**config.mk**
```make
export PLATFORM = sky130hd
export DESIGN_NAME = sorted_timer_queue
export DESIGN_NICKNAME = d
export VERILOG_FILES = /design/src/rtl/stq_pkg.sv /design/src/rtl/stq_cell.sv /design/src/rtl/sorted_timer_queue.sv
export SDC_FILE = /design/constraint.sdc
export NUM_CORES = 2
export LEC_CHECK = 0
export ABC_AREA = 0
export BUFFER_PORTS_ARGS = -buffer_cell sky130_fd_sc_hd__clkbuf_2
export CORE_AREA = 5 5 465 558
export CTS_BUF_LIST = sky130_fd_sc_hd__clkbuf_8
export CTS_CLUSTER_DIAMETER = 150
export DETAILED_ROUTE_END_ITERATION = 12
export DIE_AREA = 0 0 470 563
export HOLD_SLACK_MARGIN = 0.03
export MAX_ROUTING_LAYER = met4
export PLACE_DENSITY_LB_ADDON = 0.3
export SKIP_CTS_REPAIR_TIMING = 1
export SLEW_MARGIN = 15
export SYNTH_ARGS = -nofsm -noshare
export SYNTH_HDL_FRONTEND = slang
export SYNTH_HIERARCHICAL = 1
export SYNTH_SLANG_ARGS = --single-unit
```
**constraint.sdc**
```tcl
create_clock -name clk -period 24.8 [get_ports clk]
set_input_delay 1.24 -clock clk [delete_from_list [all_inputs] [get_ports clk]]
set_output_delay 1.24 -clock clk [all_outputs]
set_load 0.05 [all_outputs]
```
**src/rtl/stq_pkg.sv**
```systemverilog
// Shared types and constants for the sorted timer queue.
package stq_pkg;

  localparam int DEPTH_DEF    = 16;
  localparam int HANDLE_W     = 4;
  localparam int HANDLE_SPACE = 1 << HANDLE_W;
  localparam int TIME_W       = 48;
  localparam int TAG_W        = 32;
  localparam int STATUS_W     = 3;

  typedef enum logic [1:0] {
    OP_ADD,
    OP_REMOVE,
    OP_QUERY,
    OP_EXPIRE
  } op_t;

  typedef enum logic [STATUS_W-1:0] {
    STS_OK,
    STS_FULL,
    STS_NOT_FOUND,
    STS_EMPTY,
    STS_EXPIRED,
    STS_NONE_DUE
  } status_t;

  typedef enum logic [1:0] {
    S_IDLE,
    S_EXEC,
    S_DRAIN
  } state_t;

  typedef enum logic [1:0] {
    CELL_HOLD,
    CELL_PUSH,
    CELL_PULL
  } cell_op_t;

  typedef struct packed {
    logic [TIME_W-1:0]   deadline;
    logic [TAG_W-1:0]    tag;
    logic [HANDLE_W-1:0] id;
  } entry_t;

  typedef struct packed {
    cell_op_t            op;
    logic [TIME_W-1:0]   now;
    logic [HANDLE_W-1:0] handle;
    entry_t              fresh;
  } cell_ctl_t;

  typedef struct packed {
    logic keep;
    logic due;
    logic hit;
  } cell_stat_t;

endpackage

```
**src/rtl/stq_cell.sv**
```systemverilog
// One cell of the sorted chain: holds a timer entry and shifts with its neighbours.
module stq_cell import stq_pkg::*; (
  input  logic       clk,
  input  cell_ctl_t  ctl,
  input  logic       valid,
  input  logic       take_right,
  input  logic       keep_left,
  input  entry_t     left_ent,
  input  entry_t     right_ent,
  output entry_t     ent,
  output cell_stat_t stat
);

  entry_t ent_r;
  entry_t ent_nxt;

  // keep: entry stays put on insert; due: expired at ctl.now; hit: handle match
  assign stat.keep = valid && (ent_r.deadline < ctl.now);
  assign stat.due  = valid && (ent_r.deadline <= ctl.now);
  assign stat.hit  = valid && (ent_r.id == ctl.handle);
  assign ent       = ent_r;

  always_comb begin
    ent_nxt = ent_r;
    case (ctl.op)
      CELL_PUSH: begin
        if (!stat.keep) begin
          if (keep_left) begin
            ent_nxt = ctl.fresh;
          end else begin
            ent_nxt = left_ent;
          end
        end
      end
      CELL_PULL: begin
        if (take_right) begin
          ent_nxt = right_ent;
        end
      end
      default: begin
        ent_nxt = ent_r;
      end
    endcase
  end

  always_ff @(posedge clk) begin
    ent_r <= ent_nxt;
  end

endmodule

```
**src/rtl/sorted_timer_queue.sv**
```systemverilog
// Top level of the sorted timer queue: command control, handle pool and the cell chain.
//
//  channel  | handshake         | payload
//  ---------+-------------------+--------------------------------------------------------
//  input    | start / busy      | in_operation, in_time_us, in_timer_tag, in_timer_handle
//  result   | out_valid strobe  | out_status, out_handle_out, out_tag_out,
//           |                   | out_deadline_out, out_delay_us, out_last_result
//
//  A command transfers when start is high and busy is low. It is worked against
//  the cell chain in S_EXEC and its result is then registered, for add, remove
//  and query alike. An expire run shows one result per cycle, one for each due
//  timer popped from the head cell, moving to S_DRAIN while the next cell is due.
//  Reset clears the state machine, the pending count and the handle pool; cell
//  contents are left as they are. The result side cannot stall: each result
//  stands on the ports for exactly one cycle.
module sorted_timer_queue import stq_pkg::*; #(
  parameter int DEPTH = DEPTH_DEF
) (
  input  logic                clk,
  input  logic                rst_n,
  input  logic                start,
  output logic                busy,
  input  logic [1:0]          in_operation,
  input  logic [TIME_W-1:0]   in_time_us,
  input  logic [TAG_W-1:0]    in_timer_tag,
  input  logic [HANDLE_W-1:0] in_timer_handle,
  output logic                out_valid,
  output logic [STATUS_W-1:0] out_status,
  output logic [HANDLE_W-1:0] out_handle_out,
  output logic [TAG_W-1:0]    out_tag_out,
  output logic [TIME_W-1:0]   out_deadline_out,
  output logic [TIME_W-1:0]   out_delay_us,
  output logic                out_last_result
);

  // Capacity is bounded both by the cells and by the 4-bit handle space
  localparam int CAPACITY = (DEPTH < HANDLE_SPACE) ? DEPTH : HANDLE_SPACE;
  localparam int CNT_W    = $clog2(DEPTH + 1);

  state_t state_r, state_nxt;

  // Command held for the whole of its work
  op_t                 op_r;
  logic [TIME_W-1:0]   time_r;
  logic [TAG_W-1:0]    tag_r;
  logic [HANDLE_W-1:0] handle_r;

  logic [CNT_W-1:0]        count_r, count_nxt;
  logic [HANDLE_SPACE-1:0] busy_r, busy_nxt;

  // Result register
  logic                out_valid_r, out_valid_nxt;
  status_t             out_status_r, out_status_nxt;
  logic [HANDLE_W-1:0] out_handle_r, out_handle_nxt;
  logic [TAG_W-1:0]    out_tag_r, out_tag_nxt;
  logic [TIME_W-1:0]   out_deadline_r, out_deadline_nxt;
  logic [TIME_W-1:0]   out_delay_r, out_delay_nxt;
  logic                out_last_r, out_last_nxt;

  // Cell chain
  cell_ctl_t        ctl;
  entry_t           ent  [DEPTH];
  cell_stat_t       stat [DEPTH];
  logic [DEPTH-1:0] valid;
  logic [DEPTH-1:0] keep_v;
  logic [DEPTH-1:0] due_v;
  logic [DEPTH-1:0] hit_v;
  logic [DEPTH-1:0] take_right;
  logic [DEPTH-1:0] rm_tail;

  // Handle pool
  logic [HANDLE_SPACE-1:0] cap_mask;
  logic [HANDLE_SPACE-1:0] free_v;
  logic [HANDLE_W-1:0]     new_h;
  logic                    any_free;

  assign busy = (state_r != S_IDLE);

  // Cells below the pending count hold live timers
  always_comb begin
    for (int i = 0; i < DEPTH; i++) begin
      valid[i]  = (CNT_W'(i) < count_r);
      keep_v[i] = stat[i].keep;
      due_v[i]  = stat[i].due;
      hit_v[i]  = stat[i].hit;
    end
  end

  // Cells from the matching one upwards pull from the right on a remove
  assign rm_tail = ~(hit_v - DEPTH'(1));

  // Lowest free handle within capacity
  always_comb begin
    for (int h = 0; h < HANDLE_SPACE; h++) begin
      cap_mask[h] = (h < CAPACITY);
    end
    free_v   = ~busy_r & cap_mask;
    any_free = |free_v;
    new_h    = '0;
    for (int h = HANDLE_SPACE - 1; h >= 0; h--) begin
      if (free_v[h]) begin
        new_h = HANDLE_W'(h);
      end
    end
  end

  genvar gi;
  generate
    for (gi = 0; gi < DEPTH; gi++) begin : g_cell
      entry_t left_ent;
      entry_t right_ent;
      logic   keep_left;
      if (gi == 0) begin : g_head
        assign left_ent  = ctl.fresh;
        assign keep_left = 1'b1;
      end else begin : g_body
        assign left_ent  = ent[gi-1];
        assign keep_left = keep_v[gi-1];
      end
      if (gi == DEPTH - 1) begin : g_tail
        assign right_ent = ent[gi];
      end else begin : g_inner
        assign right_ent = ent[gi+1];
      end
      stq_cell u_cell (
        .clk        (clk),
        .ctl        (ctl),
        .valid      (valid[gi]),
        .take_right (take_right[gi]),
        .keep_left  (keep_left),
        .left_ent   (left_ent),
        .right_ent  (right_ent),
        .ent        (ent[gi]),
        .stat       (stat[gi])
      );
    end
  endgenerate

  always_ff @(posedge clk) begin
    if (!rst_n) begin
      state_r     <= S_IDLE;
      count_r     <= '0;
      busy_r      <= '0;
      out_valid_r <= 1'b0;
    end else begin
      state_r     <= state_nxt;
      count_r     <= count_nxt;
      busy_r      <= busy_nxt;
      out_valid_r <= out_valid_nxt;
    end
  end

  // Command and result payload need no reset
  always_ff @(posedge clk) begin
    if (start && !busy) begin
      op_r     <= op_t'(in_operation);
      time_r   <= in_time_us;
      tag_r    <= in_timer_tag;
      handle_r <= in_timer_handle;
    end
    out_status_r   <= out_status_nxt;
    out_handle_r   <= out_handle_nxt;
    out_tag_r      <= out_tag_nxt;
    out_deadline_r <= out_deadline_nxt;
    out_delay_r    <= out_delay_nxt;
    out_last_r     <= out_last_nxt;
  end

  always_comb begin
    state_nxt        = state_r;
    count_nxt        = count_r;
    busy_nxt         = busy_r;
    ctl.op           = CELL_HOLD;
    ctl.now          = time_r;
    ctl.handle       = handle_r;
    ctl.fresh.deadline = time_r;
    ctl.fresh.tag    = tag_r;
    ctl.fresh.id     = new_h;
    take_right       = '0;
    out_valid_nxt    = 1'b0;
    out_status_nxt   = STS_OK;
    out_handle_nxt   = '0;
    out_tag_nxt      = '0;
    out_deadline_nxt = '0;
    out_delay_nxt    = '0;
    out_last_nxt     = 1'b0;

    unique case (state_r)
      S_IDLE: begin
        if (start) begin
          state_nxt = S_EXEC;
        end
      end
      S_EXEC, S_DRAIN: begin
        out_valid_nxt = 1'b1;
        out_last_nxt  = 1'b1;
        state_nxt     = S_IDLE;
        case (op_r)
          OP_ADD: begin
            if ((count_r >= CNT_W'(CAPACITY)) || !any_free) begin
              out_status_nxt = STS_FULL;
            end else begin
              // Insert ahead of equal deadlines, push the tail one cell right
              ctl.op           = CELL_PUSH;
              count_nxt        = count_r + CNT_W'(1);
              busy_nxt[new_h]  = 1'b1;
              out_status_nxt   = STS_OK;
              out_handle_nxt   = new_h;
            end
          end
          OP_REMOVE: begin
            out_handle_nxt = handle_r;
            if (!busy_r[handle_r]) begin
              out_status_nxt = STS_NOT_FOUND;
            end else begin
              // Close the gap: the matching cell and those above pull left
              ctl.op             = CELL_PULL;
              take_right         = rm_tail;
              count_nxt          = count_r - CNT_W'(|hit_v);
              busy_nxt[handle_r] = 1'b0;
              out_status_nxt     = STS_OK;
            end
          end
          OP_QUERY: begin
            if (count_r == '0) begin
              out_status_nxt = STS_EMPTY;
            end else begin
              out_status_nxt = STS_OK;
              out_delay_nxt  = due_v[0] ? '0 : (ent[0].deadline - time_r);
            end
          end
          OP_EXPIRE: begin
            if (due_v[0]) begin
              // Pop the head; carry on while the next cell is due as well
              ctl.op              = CELL_PULL;
              take_right          = '1;
              count_nxt           = count_r - CNT_W'(1);
              busy_nxt[ent[0].id] = 1'b0;
              out_status_nxt      = STS_EXPIRED;
              out_handle_nxt      = ent[0].id;
              out_tag_nxt         = ent[0].tag;
              out_deadline_nxt    = ent[0].deadline;
              out_last_nxt        = !due_v[1];
              state_nxt           = due_v[1] ? S_DRAIN : S_IDLE;
            end else begin
              out_status_nxt = STS_NONE_DUE;
            end
          end
          default: begin
            out_status_nxt = STS_NONE_DUE;
          end
        endcase
      end
      default: begin
        state_nxt = S_IDLE;
      end
    endcase
  end

  assign out_valid        = out_valid_r;
  assign out_status       = out_status_r;
  assign out_handle_out   = out_handle_r;
  assign out_tag_out      = out_tag_r;
  assign out_deadline_out = out_deadline_r;
  assign out_delay_us     = out_delay_r;
  assign out_last_result  = out_last_r;

endmodule

```
==> reports/results.ini <==
[hold_path]
hp-start = in_timer_tag[10]
holdPathStages = 1
min_to = tag_r[10]
min_path_type = in2reg

[cells_and_area]
areaGrowthSynthToFinish_pct = 10.63
multiInputGateArea_um2 = 49160
fillCellCount = 24440
seq_area_um2 = 46140
final_area_um2 = 111200
fin_util_pct = 43.81
drive_above_1_share_pct = 9.524
nets = 11020

[detailed_routing]
via_per_inst = 5.644
top_layer = met4
wire_per_inst_um = 23.04
drt-met1-wl_um = 122500
drc = 0
route.met3.wl_um = 14470
ant_nets = 0
drtIter0Drc = 5698
drt-pass1-iter-count = 6
route.met2.wl_um = 163000
wl_um = 317800
num_vias = 77830

[cts]
clk_latency_ns = 1.07
clockBufferDepth = 4
htreeDepth = 5
cts.clk_slew.worst_paths_ns = 0.06
cts_root_buffer = clkbuf_8
cts_tree = built
cts_sinks = 1590
numCtsBuffers = 304

[sta]
setup_viol = 0
finalHoldViolCount = 0
fin_crit_sh_pct = 29.74
rsz0062_at_grt = no
tightest_slew_ns = 1.273
clock_skew_ns = 0.08752
hold_ws_ns = 0.3596
fmax_mhz = 135.6
slew_headroom_pct = 14.94
fin_crit_ns = 7.376
slew_viol_final = 0
setup_tns_ns = 0

[worst_setup_path]
r2r_slack_ns = 17.42
reg2reg_from = time_r[11]
setup.worst_path.end_class = flop
crit_arrival_ns = 8.01
worstSetupPathType = reg2reg
r2r.worst_path.cells = 19
r2r-end = g_cell[13].u_cell/ent[60]
required_ns = 25.44
cp_max_fo = 88
critPathLaunchType = flop

[yosys]
postSynthCellCount = 9924
syn-mean-instance-area_um2 = 10.12
synth_area_um2 = 100500
syn-num-nets = 10840
ys_warn_count = 6

[power]
p_leak_nw = 41.11
report.power.total_w = 0.006476
powerDensity_nw_per_um2 = 58.26
ir_drop_mv = 0.05923

[placed_design]
dpl.hpwl_um = 229600
gp_congestion = 0.9206
io_buffer_count = 226
placed_area_um2 = 105400

[floorplanning]
dieArea_um2 = 264600
start_util_pct = 39.60
rows = 203
die_w_um = 470
io_pins = 227
core_um2 = 253700
die_h_um = 563

[global_routing]
grt_pass1_vias = 81270
antenna_found_initial = 15
grt_max_degree = 103
grt_pass1_wl_um = 480800
overflow = 0
grt_usage_pct = 23.68

[run_status]
status = complete, no violations

[run]
max_cap_violations = 0

## worst max-delay path by stage
stage               startpoint                         to  slack, ns  cells after the start
finish              time_r[11]  g_cell[13].u_cell/ent[60]      17.42                     19
global route        time_r[35]  g_cell[13].u_cell/ent[60]      17.10                     20
CTS                 time_r[11]  g_cell[13].u_cell/ent[53]      17.42                     19
detailed placement  time_r[11]  g_cell[13].u_cell/ent[53]      17.47                     19
global placement    time_r[11]  g_cell[13].u_cell/ent[53]      17.55                     19
floorplan           time_r[39]    g_cell[0].u_cell/ent[0]      15.03                     16
## worst max-delay path, cell delays in order, from the launching register on
cell and delay, ns:
edfxtp_1 0.81, inv_1 0.10, ha_1 0.34, a21oi_1 0.15, o21ai_0 0.11, a221oi_1 0.48, o211ai_2 0.16, nor3_4 0.54
or2_1 0.26, and3_4 0.28, nor2_1 0.06, or2_2 0.47, inv_2 0.09, buf_4 0.39, nor2b_4 0.22, buf_4 0.66
nand2_1 0.23, o21ai_4 0.24, buf_4 0.53, buf_4 0.67
## area by class of cell
cell class,count,area share [%]
multi-input cells,6900,44.23
flip-flops and latches,1590,41.51
clock buffers,329,4.074
well taps,3382,3.807
inverters,914,3.087
repair buffers,392,2.202
clock inverters,175,0.8409
diodes,109,0.2454
## per-stage QoR
| step | cells | worst slack (ns) |
|---|---|---|
| 6_report | 13790 | 17.42 |
| 2_1_floorplan | 9924 | 15.03 |
| 3_5_place_dp | 13180 | 17.47 |
| 4_1_cts | 13680 | 17.42 |
| 5_1_grt | 13790 | 17.10 |
| 3_3_place_gp | 13180 | 17.55 |
## cells in the final DEF (no fill, tap or decap), types with 17 or more instances in the layout
master and count:
a211oi_1 25, nor2_1 118, nand3_1 109, clkbuf_2 226, o21ai_0 1481, nand2b_1 54, a222oi_1 20, clkbuf_8 329
clkinv_1 44, diode_2 109, a22oi_1 19, mux2i_1 1350, ha_1 825, nor3_1 61, clkinv_2 26, nand4_2 80
and3_1 85, dfxtp_1 160, nor2b_1 27, buf_4 160, o21bai_1 25, inv_1 1002, nand2_1 1610, a221o_1 17
a21oi_1 357, a21o_1 113, o22ai_1 25, a221oi_1 32, xnor2_1 25, nand4_1 93, edfxtp_1 1430, and4_1 19
xor2_1 39, nor4_4 32
## report_power, final
group / switching [W] / internal, W
clock network: 0.00116 / 0.00129
registers: 0.0000920 / 0.00304
logic: 0.000566 / 0.000315
## sequential cells by signal, summed over array words and instances (netlist names), 3 cells and up
register and cells:
g_cell.u_cell/ent 1344, out_deadline_out 48, out_delay_us 48, time_r 48
out_tag_out 32, tag_r 32, busy_r 16, count_r 5
handle_r 4, out_handle_out 4, out_status 3
## metal layers
metal	global-route usage [%]	vias to the layer above
met3	2.957	712
met4	12.58	0
met2	41.98	2240
met1	25.97	38600
li1	-	36280
met5	-	-
(Power assumes the default switching activity.)
